**src/hdl/cpe_pkg.sv**
```systemverilog
// Shared constants, codes and types of the CHROM pulse extractor.
`timescale 1ns / 1ps
`default_nettype none
package cpe_pkg;

	localparam int WINDOW_FRAMES = 60;
	localparam int MIN_HISTORY   = 30;
	localparam int WARMUP_FRAMES = 15;

	localparam int LEVEL_W  = 16;
	localparam int HIST_W   = 12;
	localparam int WEIGHT_W = 16;
	localparam int RUN_W    = 24;
	localparam int ACC_W    = WEIGHT_W + 1 + RUN_W;
	localparam int NORM_W   = 20;
	localparam int DREM_W   = RUN_W + 1;
	localparam int DIV_BITS_PER_CYCLE = 4;
	localparam int DIV_CYCLES = NORM_W / DIV_BITS_PER_CYCLE;
	localparam int WARM_W   = 4;
	localparam int SLOT_W   = 6;
	localparam int SLOTS    = 1 << SLOT_W;
	localparam int ENTRY_W  = 3 * LEVEL_W;
	localparam int XY_W     = 24;
	localparam int SQ_W     = 2 * XY_W;
	localparam int WIN_W    = $clog2(WINDOW_FRAMES + 1);
	localparam int SUM_W    = XY_W + WIN_W;
	localparam int QSUM_W   = SQ_W + WIN_W;
	localparam int SS_W     = 64;
	localparam int RATIO_W  = 48;
	localparam int RATIO_FRAC = 34;
	localparam int RSH      = RATIO_W - RATIO_FRAC;
	localparam int RATIO_CYCLES = RATIO_W;
	localparam int SQRT_CYCLES  = RATIO_W / 2;
	localparam int SCALE_W  = 24;
	localparam int CNT_W    = $clog2(RATIO_CYCLES);
	localparam int PULSE_W  = 32;
	localparam int PULSE_SH = 17;
	localparam int PROD_W   = SCALE_W + 1 + XY_W;
	localparam int DIFF_W   = PROD_W + 1;
	localparam int DATA_W   = 32;
	localparam int ADDR_W   = 3;

	localparam logic [NORM_W-1:0]  NORM_MAX  = {NORM_W{1'b1}};
	localparam logic [RUN_W-1:0]   ONE_Q16   = RUN_W'(32'h10000);
	localparam logic [SCALE_W-1:0] SCALE_MAX = {SCALE_W{1'b1}};
	localparam logic [WARM_W-1:0]  WARM_MAX  = {WARM_W{1'b1}};

	localparam logic [HIST_W-1:0]   HIST_RESET   = HIST_W'(1800);
	localparam logic [WEIGHT_W-1:0] WEIGHT_RESET = WEIGHT_W'(62259);

	localparam logic [1:0] ACT_FRAME = 2'd0;
	localparam logic [1:0] ACT_EMPTY = 2'd1;
	localparam logic [1:0] ACT_CLEAR = 2'd2;

	localparam logic REG_HISTORY = 1'b0;
	localparam logic REG_WEIGHT  = 1'b1;

	typedef enum logic [4:0] {
		OP_NOP,
		OP_LATCH,
		OP_CLEAR,
		OP_ZERO,
		OP_WARM,
		OP_SMOOTH_A,
		OP_SMOOTH_B,
		OP_DIV_CUR,
		OP_DIV_MEM,
		OP_DIV_STEP,
		OP_CUR_XY,
		OP_WIN_INIT,
		OP_MEM_RD,
		OP_WIN_XY,
		OP_WIN_ACC,
		OP_SS_MUL,
		OP_SS_SUB,
		OP_SCALE_SAT,
		OP_RATIO_INIT,
		OP_RATIO_STEP,
		OP_SQRT_INIT,
		OP_SQRT_STEP,
		OP_SQRT_DONE,
		OP_PULSE_MUL,
		OP_PULSE_OUT,
		OP_OUT_LOAD
	} cpe_op_t;

	typedef struct packed {
		logic [1:0] action;
		logic       warm_ok;
		logic       hist_ok;
		logic       win_last;
		logic       ssy_pos;
		logic       ratio_sat;
	} cpe_stat_t;

	typedef struct packed {
		logic [HIST_W-1:0]   history_limit;
		logic [WEIGHT_W-1:0] smoothing_weight;
	} cpe_cfg_t;

endpackage
`default_nettype wire

```
**src/hdl/cpe_regs.sv**
```systemverilog
// APB configuration registers: history limit and smoothing weight.
`timescale 1ns / 1ps
`default_nettype none
module cpe_regs import cpe_pkg::*; (
	input  wire logic              clk,
	input  wire logic              arst_n,
	input  wire logic              psel,
	input  wire logic              penable,
	input  wire logic              pwrite,
	input  wire logic [ADDR_W-1:0] paddr,
	input  wire logic [DATA_W-1:0] pwdata,
	output logic      [DATA_W-1:0] prdata,
	output logic                   pready,
	output cpe_cfg_t               cfg
);

	logic [HIST_W-1:0]   history_limit_q;
	logic [WEIGHT_W-1:0] smoothing_weight_q;
	logic                wr_en;

	assign pready = 1'b1;
	assign wr_en  = psel & penable & pwrite;

	always_ff @(posedge clk or negedge arst_n) begin
		if (!arst_n) begin
			history_limit_q    <= HIST_RESET;
			smoothing_weight_q <= WEIGHT_RESET;
		end else if (wr_en) begin
			case (paddr[2])
				REG_HISTORY: history_limit_q    <= pwdata[HIST_W-1:0];
				REG_WEIGHT:  smoothing_weight_q <= pwdata[WEIGHT_W-1:0];
				default: ;
			endcase
		end
	end

	always_comb begin
		case (paddr[2])
			REG_HISTORY: prdata = DATA_W'(history_limit_q);
			REG_WEIGHT:  prdata = DATA_W'(smoothing_weight_q);
			default:     prdata = '0;
		endcase
	end

	assign cfg.history_limit    = history_limit_q;
	assign cfg.smoothing_weight = smoothing_weight_q;

endmodule
`default_nettype wire

```
**config.mk**
```make
export PLATFORM = sky130hd
export DESIGN_NAME = cpe_regs
export DESIGN_NICKNAME = d
export VERILOG_FILES = /design/src/hdl/cpe_pkg.sv /design/src/hdl/cpe_regs.sv
export SDC_FILE = /design/constraint.sdc
export NUM_CORES = 1
export LEC_CHECK = 0
export BUFFER_PORTS_ARGS = -buffer_cell sky130_fd_sc_hd__buf_2
export CELL_PAD_IN_SITES_DETAIL_PLACEMENT = 0
export CELL_PAD_IN_SITES_GLOBAL_PLACEMENT = 2
export CORE_UTILIZATION = 27
export CTS_BUF_LIST = sky130_fd_sc_hd__clkbuf_4
export DETAILED_ROUTE_END_ITERATION = 8
export PLACE_DENSITY = 0.84
export SLEW_MARGIN = 30
export SYNTH_ARGS = -nofsm -noshare
export SYNTH_HDL_FRONTEND = slang
export SYNTH_SLANG_ARGS = --single-unit
```
**constraint.sdc**
```tcl
create_clock -name clk -period 3 [get_ports clk]
set_clock_uncertainty 0.2 [all_clocks]
set_input_delay 0.6 -clock clk [delete_from_list [all_inputs] [get_ports clk]]
set_output_delay 0.6 -clock clk [all_outputs]
set_load 0.02 [all_outputs]
```
Yosys cells after proc, flatten, opt, wreduce, memory -nomap -nowiden
Index checks and enable logic that the tools add are counted.
Word-level totals
  input bits: 40
  output and inout bits: 61
  logic and storage cells: 8
  flip-flop bits (word level): 28
Cells by class
  reductions and logical operators: 2
  bitwise operators: 3
  multiplexer cells: 1
Operators by type and width (count)
  32-bit one-hot mux with 2 select lines: 1
  2-bit AND reduction: 2
  1-bit AND: 2
  1-bit inverter: 1

Depth between registers and ports, before layout
  word-level depth: 3
  gate-level depth with buffers: 4
  depth with buffers taken out: 2

Worst setup path after synthesis
Ideal clock, no wire load.
  path type: input to output
  from: input paddr[2]
  to: output prdata[10]
  data required time: 2.200 ns
  setup slack: 0.902 ns
  buffers on the path: 2
  stages: 3
  arrival: 1.298 ns
  cells stage by stage: buf_6 -> buf_2 -> mux2_2
Between the ends
  longest elaborated chain between the ends: 2
Ends and longest elaborated chain
  start, declared: RTL line cpe_regs.sv:10  | input wire logic [ADDR_W-1:0] paddr,
  1-bit inverter (no line)
  32-bit one-hot mux with 2 select lines (*): RTL line cpe_regs.sv:38  | case (paddr[2])
  end, declared: RTL line cpe_regs.sv:12  | output logic [DATA_W-1:0] prdata,
Every way passes the cells marked *; elsewhere a longest branch is shown, timed or not. The select of a mux whose other input is x is not followed.

Worst setup path in the final report
  from: input paddr[2]
  to: output prdata[11]
The elaborated chain is that of the path after synthesis.

==> impl_metrics.toml <==
[placement]
gp_congestion = 0.599
port_buffers = 65
place_hpwl_um = 2070

[layout]
final_core_util_pct = 34.9
fin_nets = 201
synthToLayoutAreaGrowth_pct = 22.1
drive_gt1_share_pct = 77.5
fillerInstances = 529
num_antenna_cells = 0

[power_and_ir_drop]
peakVddDrop_uv = 206
power_leakage_nw = 0.959
pwr_density_cell_mw_per_mm2 = 673

[drt]
viasPerCell = 3.99
wl_um = 2850
drc = 0
drt-initial-drc-count = 18
wl_per_cell_um = 12.4
vias = 918
ant_nets = 0
drt_first_pass_iters = 4

[setup_path]
timing.rr.end = "history_limit_q[7]$_DFFE_PN0P_"
worstSetupEndpointType = "output pin"
worstPathCellList = "buf_2 > mux2_2 > buf_2"
slowest_stage = "mux2_2"
path_class = "in -> out"
cp.required_ns = 2.20
critical-path-max-stage-delay_ns = 0.39
critPathArrivalTime_ns = 1.53
r2r_slack_ns = 2.01
crit_buf_inv = 2
reg2reg_from = "history_limit_q[7]$_DFFE_PN0P_"
startpoint_type = "primary input"
cp_common_cell = "buf_2"
crit_fanout = 18
cpLargestDelayFamily = "buffers and inverters"
r2r_cells = 1

[synth]
yosysWarningCount = 0
synth.distinct_cells = 11
yosysTopAreaCellShare_pct = 24.7
synth_cells = 97
synth_seq_cells = 28
synth_seq_area_share_pct = 48.3
synthesis.area_mm2 = 0.00149
avgSynthCellArea_um2 = 15.3
synth.top_cells.by_area = "dfstp_2 (25%), dfrtp_1 (24%), mux2_4 (20%)"
yosys.area.top_type = "dfstp_2"

[sta]
timing.fmax_mhz = 429
relSlewSlack_pct = 58.8
tightestPinTransition_ns = 0.618
finalSetupTns_ns = 0
finalHoldViolCount = 0
finalCritPeriodShare_pct = 77.7
drv_slew = 0
rsz0062_at_grt = "false"
period_minus_slack_ns = 2.33
setup_viol = 0

[global_routing]
antenna_found_initial = 0
grt_max_degree = 29
grt_pass1_vias = 815
grt_pass1_wl_um = 4520
grt_usage_pct = 9.90
grt_overflow = 0

[die]
num_rows = 26
ios = 101
core_area_mm2 = 0.00520
chipWidth_um = 76.2
start_util_pct = 28.6
die_area_mm2 = 0.00581
die_y_um = 76.2

[clock_network]
h-tree-depth = 1
clock_latency_ns = 0.32
cts_tree = "yes"
post_cts_buffers = 0
numCtsBuffers = 3
ctsRootBufferMaster = "clkbuf_4"
cts_sinks = 28
hold_buffers = 0
clk_pin_slew_ns = 0.15
cts_resized = 0
clockBufferDepth = 2

[job]
drv_cap = 0

[worst_hold_path]
min_path_type = "in -> async"

[status]
status = "finished, final reports clean"
## placed cells by master, fill, tap and decap left out
cell type	instances
conb_1	17
nand4b_4	1
nand4_4	1
dfstp_2	14
and2_1	4
buf_2	65
dfrtp_1	14
mux2_4	20
clkbuf_4	3
mux2_2	20
clkinv_1	1
## Yosys cell counts (all sizes together)
master / n
nand4b: 1
conb: 2
and2: 4
dfstp: 14
mux2: 40
buf: 21
dfrtp: 14
nand4: 1
## logic make-up (layout without fill, tap and decap cells)
kind of cell	after synthesis	in the layout	share of synthesized area (%)
buffers and inverters	21	69	11.2
DFF	28	28	48.3
muxes	40	40	35.3
other	2	17	0.505
and+or+nand+nor	6	6	4.71
## layer usage
| metal | part of all wire, % | global-route usage, % | up-vias | wire [um] |
|---|---|---|---|---|
| met1 | 50 | 14.6 | 429 | 1430 |
| met3 | 7.3 | 2.16 | 2 | 209 |
| li1 | - | - | 429 | - |
| met5 | 0 | 0 | - | 0 |
| met4 | 0.39 | 2.88 | 0 | 11 |
| met2 | 42 | 14.3 | 58 | 1190 |
## report_power, final
group	leakage, nW	switching [mW]	internal, mW
registers	0.315	0.0597	0.491
logic	0.628	0.288	0.229
clock network	0.0154	0.107	0.0487
## per-stage QoR
| step | worst slack, ns | std cells | area, um2 | power (mW) | hold slack, ns |
|---|---|---|---|---|---|
| after floorplan | 0.902 | 112 | 1540 | 0.926 | 0.104 |
| after global placement | 0.654 | 226 | 1790 | 1.08 | 0.309 |
| after detailed placement | 0.650 | 226 | 1790 | 1.08 | 0.312 |
| after CTS | 0.643 | 230 | 1820 | 1.25 | 0.0792 |
| after global routing | 0.609 | 230 | 1820 | 1.30 | 0.0879 |
| final | 0.669 | 230 | 1820 | 1.22 | 0.0650 |
## worst max path at each step
stage                        start          to  cells after the start
after global routing      paddr[2]   prdata[8]                      3
after CTS                 paddr[2]  prdata[11]                      3
after floorplan           paddr[2]  prdata[10]                      3
after detailed placement  paddr[2]  prdata[11]                      3
final                     paddr[2]  prdata[11]                      3
after global placement    paddr[2]   prdata[2]                      3
## registers in the layout, summed over array words and instances, names as in the netlist
| name | count |
|---|---|
| smoothing_weight_q | 16 |
| history_limit_q | 12 |
## cell type report
class	count	area, um2	area share, %
Clock inverter	1	3.75	0.207
Sequential cell	28	718	39.5
Timing Repair Buffer	65	325	17.9
Clock buffer	3	22.5	1.24
Tap cell	70	87.6	4.82
Multi-Input combinational cell	63	659	36.3
Note: power is estimated with default switching activity, not from simulation.
