**src/hdl/cpe_pkg.sv**
```systemverilog
// Shared constants, codes and types of the CHROM pulse extractor.
`timescale 1ns / 1ps
`default_nettype none
package cpe_pkg;

	localparam int WINDOW_FRAMES = 60;
	localparam int MIN_HISTORY   = 30;
	localparam int WARMUP_FRAMES = 15;

	localparam int LEVEL_W  = 16;
	localparam int HIST_W   = 12;
	localparam int WEIGHT_W = 16;
	localparam int RUN_W    = 24;
	localparam int ACC_W    = WEIGHT_W + 1 + RUN_W;
	localparam int NORM_W   = 20;
	localparam int DREM_W   = RUN_W + 1;
	localparam int DIV_BITS_PER_CYCLE = 4;
	localparam int DIV_CYCLES = NORM_W / DIV_BITS_PER_CYCLE;
	localparam int WARM_W   = 4;
	localparam int SLOT_W   = 6;
	localparam int SLOTS    = 1 << SLOT_W;
	localparam int ENTRY_W  = 3 * LEVEL_W;
	localparam int XY_W     = 24;
	localparam int SQ_W     = 2 * XY_W;
	localparam int WIN_W    = $clog2(WINDOW_FRAMES + 1);
	localparam int SUM_W    = XY_W + WIN_W;
	localparam int QSUM_W   = SQ_W + WIN_W;
	localparam int SS_W     = 64;
	localparam int RATIO_W  = 48;
	localparam int RATIO_FRAC = 34;
	localparam int RSH      = RATIO_W - RATIO_FRAC;
	localparam int RATIO_CYCLES = RATIO_W;
	localparam int SQRT_CYCLES  = RATIO_W / 2;
	localparam int SCALE_W  = 24;
	localparam int CNT_W    = $clog2(RATIO_CYCLES);
	localparam int PULSE_W  = 32;
	localparam int PULSE_SH = 17;
	localparam int PROD_W   = SCALE_W + 1 + XY_W;
	localparam int DIFF_W   = PROD_W + 1;
	localparam int DATA_W   = 32;
	localparam int ADDR_W   = 3;

	localparam logic [NORM_W-1:0]  NORM_MAX  = {NORM_W{1'b1}};
	localparam logic [RUN_W-1:0]   ONE_Q16   = RUN_W'(32'h10000);
	localparam logic [SCALE_W-1:0] SCALE_MAX = {SCALE_W{1'b1}};
	localparam logic [WARM_W-1:0]  WARM_MAX  = {WARM_W{1'b1}};

	localparam logic [HIST_W-1:0]   HIST_RESET   = HIST_W'(1800);
	localparam logic [WEIGHT_W-1:0] WEIGHT_RESET = WEIGHT_W'(62259);

	localparam logic [1:0] ACT_FRAME = 2'd0;
	localparam logic [1:0] ACT_EMPTY = 2'd1;
	localparam logic [1:0] ACT_CLEAR = 2'd2;

	localparam logic REG_HISTORY = 1'b0;
	localparam logic REG_WEIGHT  = 1'b1;

	typedef enum logic [4:0] {
		OP_NOP,
		OP_LATCH,
		OP_CLEAR,
		OP_ZERO,
		OP_WARM,
		OP_SMOOTH_A,
		OP_SMOOTH_B,
		OP_DIV_CUR,
		OP_DIV_MEM,
		OP_DIV_STEP,
		OP_CUR_XY,
		OP_WIN_INIT,
		OP_MEM_RD,
		OP_WIN_XY,
		OP_WIN_ACC,
		OP_SS_MUL,
		OP_SS_SUB,
		OP_SCALE_SAT,
		OP_RATIO_INIT,
		OP_RATIO_STEP,
		OP_SQRT_INIT,
		OP_SQRT_STEP,
		OP_SQRT_DONE,
		OP_PULSE_MUL,
		OP_PULSE_OUT,
		OP_OUT_LOAD
	} cpe_op_t;

	typedef struct packed {
		logic [1:0] action;
		logic       warm_ok;
		logic       hist_ok;
		logic       win_last;
		logic       ssy_pos;
		logic       ratio_sat;
	} cpe_stat_t;

	typedef struct packed {
		logic [HIST_W-1:0]   history_limit;
		logic [WEIGHT_W-1:0] smoothing_weight;
	} cpe_cfg_t;

endpackage
`default_nettype wire

```
**src/hdl/cpe_ctrl.sv**
```systemverilog
// Controller: sequences one frame through the datapath and owns the handshakes.
`timescale 1ns / 1ps
`default_nettype none
module cpe_ctrl import cpe_pkg::*; (
	input  wire logic      clk,
	input  wire logic      arst_n,
	input  wire logic      in_valid,
	output logic           in_ready,
	output logic           out_valid,
	input  wire logic      out_ready,
	input  wire cpe_stat_t stat,
	output cpe_op_t        op
);

	typedef enum logic [22:0] {
		S_IDLE      = 23'h000001,
		S_CHECK     = 23'h000002,
		S_SMOOTH_A  = 23'h000004,
		S_SMOOTH_B  = 23'h000008,
		S_DIV_LOAD  = 23'h000010,
		S_DIV_CUR   = 23'h000020,
		S_CUR_XY    = 23'h000040,
		S_WIN_INIT  = 23'h000080,
		S_WIN_RD    = 23'h000100,
		S_WIN_LOAD  = 23'h000200,
		S_WIN_DIV   = 23'h000400,
		S_WIN_XY    = 23'h000800,
		S_WIN_ACC   = 23'h001000,
		S_SS_MUL    = 23'h002000,
		S_SS_SUB    = 23'h004000,
		S_RCHK      = 23'h008000,
		S_RATIO     = 23'h010000,
		S_SQRT_INIT = 23'h020000,
		S_SQRT      = 23'h040000,
		S_SQRT_DONE = 23'h080000,
		S_PULSE_MUL = 23'h100000,
		S_PULSE_OUT = 23'h200000,
		S_DONE      = 23'h400000
	} cpe_state_t;

	cpe_state_t       state_q, state_d;
	logic [CNT_W-1:0] cnt_q, cnt_d;
	logic             out_valid_q;
	logic             out_load;

	assign in_ready  = (state_q == S_IDLE);
	assign out_valid = out_valid_q;
	assign out_load  = (state_q == S_DONE) && (!out_valid_q || out_ready);

	always_comb begin
		state_d = state_q;
		cnt_d   = cnt_q;
		op      = OP_NOP;
		case (state_q)
			S_IDLE: begin
				if (in_valid) begin
					op      = OP_LATCH;
					state_d = S_CHECK;
				end
			end
			S_CHECK: begin
				if (stat.action == ACT_CLEAR) begin
					op      = OP_CLEAR;
					state_d = S_DONE;
				end else if (stat.action != ACT_FRAME) begin
					op      = OP_ZERO;
					state_d = S_DONE;
				end else begin
					op      = OP_WARM;
					state_d = stat.warm_ok ? S_SMOOTH_A : S_DONE;
				end
			end
			S_SMOOTH_A: begin
				op      = OP_SMOOTH_A;
				state_d = S_SMOOTH_B;
			end
			S_SMOOTH_B: begin
				op      = OP_SMOOTH_B;
				state_d = S_DIV_LOAD;
			end
			S_DIV_LOAD: begin
				op      = OP_DIV_CUR;
				state_d = S_DIV_CUR;
			end
			S_DIV_CUR: begin
				op = OP_DIV_STEP;
				if (cnt_q == CNT_W'(DIV_CYCLES - 1)) begin
					cnt_d   = '0;
					state_d = S_CUR_XY;
				end else begin
					cnt_d = cnt_q + 1'b1;
				end
			end
			S_CUR_XY: begin
				op      = OP_CUR_XY;
				state_d = stat.hist_ok ? S_WIN_INIT : S_PULSE_MUL;
			end
			S_WIN_INIT: begin
				op      = OP_WIN_INIT;
				state_d = S_WIN_RD;
			end
			S_WIN_RD: begin
				op      = OP_MEM_RD;
				state_d = S_WIN_LOAD;
			end
			S_WIN_LOAD: begin
				op      = OP_DIV_MEM;
				state_d = S_WIN_DIV;
			end
			S_WIN_DIV: begin
				op = OP_DIV_STEP;
				if (cnt_q == CNT_W'(DIV_CYCLES - 1)) begin
					cnt_d   = '0;
					state_d = S_WIN_XY;
				end else begin
					cnt_d = cnt_q + 1'b1;
				end
			end
			S_WIN_XY: begin
				op      = OP_WIN_XY;
				state_d = S_WIN_ACC;
			end
			S_WIN_ACC: begin
				op      = OP_WIN_ACC;
				state_d = stat.win_last ? S_SS_MUL : S_WIN_RD;
			end
			S_SS_MUL: begin
				op      = OP_SS_MUL;
				state_d = S_SS_SUB;
			end
			S_SS_SUB: begin
				op      = OP_SS_SUB;
				state_d = S_RCHK;
			end
			S_RCHK: begin
				// zero Y spread keeps the unit scale set with the current sample
				if (!stat.ssy_pos) begin
					state_d = S_PULSE_MUL;
				end else if (stat.ratio_sat) begin
					op      = OP_SCALE_SAT;
					state_d = S_PULSE_MUL;
				end else begin
					op      = OP_RATIO_INIT;
					state_d = S_RATIO;
				end
			end
			S_RATIO: begin
				op = OP_RATIO_STEP;
				if (cnt_q == CNT_W'(RATIO_CYCLES - 1)) begin
					cnt_d   = '0;
					state_d = S_SQRT_INIT;
				end else begin
					cnt_d = cnt_q + 1'b1;
				end
			end
			S_SQRT_INIT: begin
				op      = OP_SQRT_INIT;
				state_d = S_SQRT;
			end
			S_SQRT: begin
				op = OP_SQRT_STEP;
				if (cnt_q == CNT_W'(SQRT_CYCLES - 1)) begin
					cnt_d   = '0;
					state_d = S_SQRT_DONE;
				end else begin
					cnt_d = cnt_q + 1'b1;
				end
			end
			S_SQRT_DONE: begin
				op      = OP_SQRT_DONE;
				state_d = S_PULSE_MUL;
			end
			S_PULSE_MUL: begin
				op      = OP_PULSE_MUL;
				state_d = S_PULSE_OUT;
			end
			S_PULSE_OUT: begin
				op      = OP_PULSE_OUT;
				state_d = S_DONE;
			end
			S_DONE: begin
				if (out_load) begin
					op      = OP_OUT_LOAD;
					state_d = S_IDLE;
				end
			end
			default: begin
				state_d = S_IDLE;
				cnt_d   = '0;
			end
		endcase
	end

	always_ff @(posedge clk or negedge arst_n) begin
		if (!arst_n) begin
			state_q     <= S_IDLE;
			cnt_q       <= '0;
			out_valid_q <= 1'b0;
		end else begin
			state_q <= state_d;
			cnt_q   <= cnt_d;
			if (out_load)
				out_valid_q <= 1'b1;
			else if (out_ready)
				out_valid_q <= 1'b0;
		end
	end

endmodule
`default_nettype wire

```
**config.mk**
```make
export PLATFORM = sky130hd
export DESIGN_NAME = cpe_ctrl
export DESIGN_NICKNAME = d
export VERILOG_FILES = /design/src/hdl/cpe_pkg.sv /design/src/hdl/cpe_ctrl.sv
export SDC_FILE = /design/constraint.sdc
export NUM_CORES = 1
export LEC_CHECK = 0
export BUFFER_PORTS_ARGS = -buffer_cell sky130_fd_sc_hd__buf_2
export CELL_PAD_IN_SITES_DETAIL_PLACEMENT = 2
export CELL_PAD_IN_SITES_GLOBAL_PLACEMENT = 2
export CORE_ASPECT_RATIO = 1.5
export CORE_MARGIN = 4
export CORE_UTILIZATION = 33
export DETAILED_ROUTE_END_ITERATION = 12
export PLACE_DENSITY_LB_ADDON = 0.1
export SYNTH_ARGS = -nofsm -noshare
export SYNTH_HDL_FRONTEND = slang
export SYNTH_SLANG_ARGS = --single-unit
```
**constraint.sdc**
```tcl
create_clock -name clk -period 2.42 [get_ports clk]
set_input_delay 0.484 -clock clk [delete_from_list [all_inputs] [get_ports clk]]
set_output_delay 0.484 -clock clk [all_outputs]
set_load 0.05 [all_outputs]
```
# ---- After elaboration in Yosys (flattened, before gate mapping)
# Index checks and enable logic that the tools add are counted.
dict set report word_totals {
  wordCells 72
  output_inout_bits 7
  input_bits 11
  register_bits 30
}
dict set report classes {
  n_reduce_logical 8
  muxes 27
  add_sub_neg 1
  eq_ne 33
}
# cell count
set ops {}
lappend ops {{23-bit case mux with 23 select lines} 1}
lappend ops {{23-bit two-way mux} 9}
lappend ops {{5-bit case mux with 22 select lines} 1}
lappend ops {{21-bit two-way mux} 3}
lappend ops {{6-bit case mux with 4 select lines} 1}
lappend ops {{23-bit by 1-bit equality test with 1-bit output, second input constant} 1}
lappend ops {{23-bit by 10-bit equality test with 1-bit output, second input constant} 1}
lappend ops {{23-bit by 11-bit equality test with 1-bit output, second input constant} 1}
lappend ops {{23-bit by 12-bit equality test with 1-bit output, second input constant} 1}
lappend ops {{23-bit by 13-bit equality test with 1-bit output, second input constant} 1}
lappend ops {{23-bit by 14-bit equality test with 1-bit output, second input constant} 1}
lappend ops {{23-bit by 15-bit equality test with 1-bit output, second input constant} 1}
lappend ops {{23-bit by 16-bit equality test with 1-bit output, second input constant} 1}
lappend ops {{23-bit by 17-bit equality test with 1-bit output, second input constant} 1}
lappend ops {{23-bit by 18-bit equality test with 1-bit output, second input constant} 1}
lappend ops {{23-bit by 19-bit equality test with 1-bit output, second input constant} 1}
lappend ops {{23-bit by 2-bit equality test with 1-bit output, second input constant} 1}
lappend ops {{23-bit by 20-bit equality test with 1-bit output, second input constant} 1}
lappend ops {{23-bit by 21-bit equality test with 1-bit output, second input constant} 1}
lappend ops {{23-bit by 22-bit equality test with 1-bit output, second input constant} 1}
lappend ops {{23-bit equality test, second input constant} 1}
lappend ops {{23-bit by 3-bit equality test with 1-bit output, second input constant} 1}
lappend ops {{23-bit by 4-bit equality test with 1-bit output, second input constant} 1}
lappend ops {{23-bit by 5-bit equality test with 1-bit output, second input constant} 1}
lappend ops {{other kinds (23)} 35}

# ---- Logic depth before layout (Yosys ltp)
dict set report logic_depth {
  ltp_word 5
  ltp_mapped 8
  mapped_depth_nobuf 6
}

# ---- Worst setup path before layout
# Ideal clock, no wire load.
dict set report synth_timing {
  path_kind {register to output}
  from {register state_q[9]}
  to {output port op[0]}
  setup_slack_ps -1258
  required_ps 1936
  path_stages_with_launch 7
  path_buffers 0
  t_arrival_ps 3194
  cell_sequence {dfrtp_1 > nor4_4 > nand3_2 > or3_4 > nor3_1 > and2_1 > or4_1}
}
dict set report synth_between {
  word_cells_on_any_way 27
  classes_between {23 x eq/ne; 2 x mux; 2 x reduce/logical}
}
# item line
set synth_lines {}
lappend synth_lines {{start: declaration} cpe_ctrl.sv:41} ;# cpe_state_t state_q, state_d;
lappend synth_lines {{start signal: assignment} cpe_ctrl.sv:200} ;# state_q <= state_d;
lappend synth_lines {{23-bit by 1-bit equality test with 1-bit output} n/a}
lappend synth_lines {{net in_ready} cpe_ctrl.sv:8} ;# output logic in_ready,
lappend synth_lines {{5-bit case mux with 22 select lines} cpe_ctrl.sv:54} ;# case (state_q)
lappend synth_lines {{end: declaration} cpe_ctrl.sv:12} ;# output cpe_op_t op
# The timed path passes the listed nets, and every way through them passes these cells.

# ---- Worst setup path after layout
dict set report layout_timing {
  from {register state_q[6]}
  to {output port op[1]}
}
dict set report layout_between {
  elab_chain_len 3
  word_cells_on_any_way 25
  classes_between {23 x eq/ne; 1 x mux; 1 x reduce/logical}
}
# item line
set layout_rtl {}
lappend layout_rtl {{23-bit by 11-bit equality test with 1-bit output / 23-bit by 6-bit equality test with 1-bit output (equally long branches)} cpe_ctrl.sv:54}
lappend layout_rtl {{2-bit OR reduction (no line)} n/a}
lappend layout_rtl {{5-bit case mux with 22 select lines *} cpe_ctrl.sv:54}
# Mark *: on every way between the ends. The rest lies on a longest branch, timed or not.

==> flow_summary.ini <==
[global_route]
grt_usage = 0.272
grt_antenna_before_repair = 0
grt_max_degree = 31
grt-ovfl-total = 0
grt_pass1_wl_um = 14800
grt_pass1_vias = 2571

[floorplan]
coreArea_um2 = 5870
dieArea_um2 = 7410
rows = 34
ios = 18
die_h_um = 103
die_w_um = 71.6
initial_core_util = 0.341

[timing]
finalClockSkew_ns = 0.00681
grt_setup_unrepaired = true
fin_ws_ns = -0.791
fin_crit_sh = 1.33
slew_headroom = 0.495
finalHoldViolCount = 0
min_period_ns = 3.21
worstMarginPinSlew_ns = 0.758
finalSetupTns_ns = -3.93
drv_slew = 0
setup-violations-final = 16
clock.fmax_mhz = 311

[outcome]
status = finished, violations left
violations = negative setup slack

[yosys]
async_reset_ff_frac = 1.00
syn-instance-count = 221
synth_cell_types = 57
yosysSeqAreaShare = 0.375
ys_ff_latch = 30
syn_area_um2 = 2000
synth-edff-count = 0
yosysWarnings = 0
synth.top_cell.area_share = 0.362
synth_fp_nets = 234
synthFlopType = dfrtp_1
synth_common_cells = dfrtp_1, nor2_1, nand2_1, nor3_1, nand3_1
postSynthAreaPerCell_um2 = 9.07
synth_top_area_cell = dfrtp_1
synth.area.top_cells = dfrtp_1, nor2_1, nor3_1, nor4_4, nand3_1
synth_most_common_cell = dfrtp_1

[placement]
port_buffers = 17
place_ws_ns = -0.542
place_hpwl_um = 6410
globalplace.congestion = 0.864

[critical_path]
r2r-start = state_q[6]
startpoint = state_q[6]
critPathArrivalTime_ns = 2.73
path_cells = nor4_4 -> buf_4 -> nand4_1 -> nor4_4 -> nand2_1 -> nor2_1 -> or4_4 -> buf_8
slowest_stage = dfrtp_1
critPathTopFamily = simple AND/OR/NAND/NOR gates
crit_buf_inv = 2
crit_fanout = 3
cpPeakStageDelay_ns = 0.44
path_class = register to primary output
crit_required_ns = 1.94
cp-start-kind = register
path_common_cell = nor4_4
worstSetupEndpointType = primary output

[drt]
ant_nets = 0
drt_pre_antenna_iters = 4
drt_iter0_drc = 115
routedWlPerCell_um = 30.1
via_count = 2401
vias_per_cell = 6.16
drc_errors = 0
wl_um = 11800

[hold_path]
min_path_type = primary input to async pin

[clock_tree]
path_clk_slew_ns = 0.07
cts_sinks = 30
cts_max_path_buffers = 2
cts_inserted_buffers = 5
cts_tree = yes
root_buffer = clkbuf_8
h-tree-depth = 2
clock_latency_ns = 0.30

[layout]
fin_nets = 330
synthToLayoutAreaGrowth_pct = 65.4
diodes = 0
fillerInstances = 582
final_core_util = 0.565
drive_above_1_share = 0.513

[power_and_ir_drop]
p_per_area_nw_per_um2 = 790
p_leak_nw = 1.55
ir_drop_uv = 771

[flow_run]
max_cap_viol_count = 0
==> registers in the layout, indices dropped and copies added, names as in the netlist <==
name and flops:
cnt_q 6, out_valid 1, state_q 23
==> metal layers <==
metal  vias up  GRT usage  part of all wire
met5         -          0                 0
met3        52     0.0426             0.044
met1      1237      0.286              0.35
li1       1030          -                 -
met4         0      0.158             0.063
met2        82      0.508              0.54
==> final cells by class <==
cell class | count | area [um2] | area share
clock inverters | 2 | 60.1 | 0.0181
well taps | 72 | 90.1 | 0.0272
repair buffers | 96 | 746 | 0.225
clock buffers | 6 | 82.6 | 0.0249
flip-flops and latches | 30 | 752 | 0.227
multi-input cells | 175 | 1550 | 0.468
inverters | 9 | 33.8 | 0.0102
==> placed cells by master (no fill, tap or decap), types with 3 or more instances in the layout <==
cell type / netlist / final
dfrtp_1: 29 / 29
clkbuf_8: 0 / 6
nor4_4: 3 / 7
nor2b_1: 4 / 4
inv_1: 9 / 9
xnor2_1: 5 / 5
or4_4: 1 / 7
nand3_2: 2 / 3
nor2_1: 19 / 17
buf_2: 6 / 11
a21oi_1: 6 / 3
a21o_1: 3 / 3
xor2_1: 4 / 4
nand2_1: 13 / 10
nand4_1: 5 / 5
nand2b_1: 7 / 6
buf_4: 0 / 74
buf_6: 0 / 8
and3_1: 5 / 3
nor3b_2: 1 / 4
o21ai_0: 8 / 6
and2_1: 3 / 3
buf_8: 0 / 3
nor3_1: 13 / 10
nand3_1: 12 / 10
nand4b_1: 3 / 3
mux2i_1: 3 / 3
==> final timing paths <==
kind | endpoint | slack (ns) | cells past startpoint
max reg2reg | state_q[0] | -0.09 | 10
max in group asynchronous | state_q[3] | 1.68 | 1
max | op[1] | -0.79 | 8
min | state_q[17] | 0.24 | 1
min reg2reg | out_valid | 0.64 | 2
min in group clk | state_q[7] | 0.42 | 3
==> kinds of logic (layout without fill, tap and decap cells) <==
kind of cell / count (synthesis) / after routing / share of synthesized area
buf+inv: 16 / 113 / 0.0337
xor+xnor: 9 / 9 / 0.0393
compound gates: 41 / 41 / 0.143
fa+ha+maj: 2 / 2 / 0.0125
simple gates: 120 / 120 / 0.381
flops: 30 / 30 / 0.375
mux: 3 / 3 / 0.0150
==> timing repair <==
action                                  CTS  global route
pin swaps                                16            14
buffers inserted                          8             7
endpoints found under the setup margin   20            20
hold buffers                              0             0
gates resized for setup                  45            34
==> report_power, final <==
group | leakage, nW | internal (mW) | switching, mW
sequential | 0.414 | 0.532 | 0.0269
clock | 0.0714 | 0.439 | 0.220
combinational | 1.06 | 0.589 | 0.814
==> metrics by stage <==
step           std cells  area, um2  hold WS (ns)  power (mW)
6_report             390       3320         0.242        2.62
5_1_grt              390       3320         0.269        2.72
4_1_cts              383       3080         0.271        2.42
3_5_place_dp         368       2690         0.578        1.53
3_3_place_gp         368       2690         0.542        1.48
2_1_floorplan        221       2060         0.188        1.11
Power figures use the tool's default switching activity.
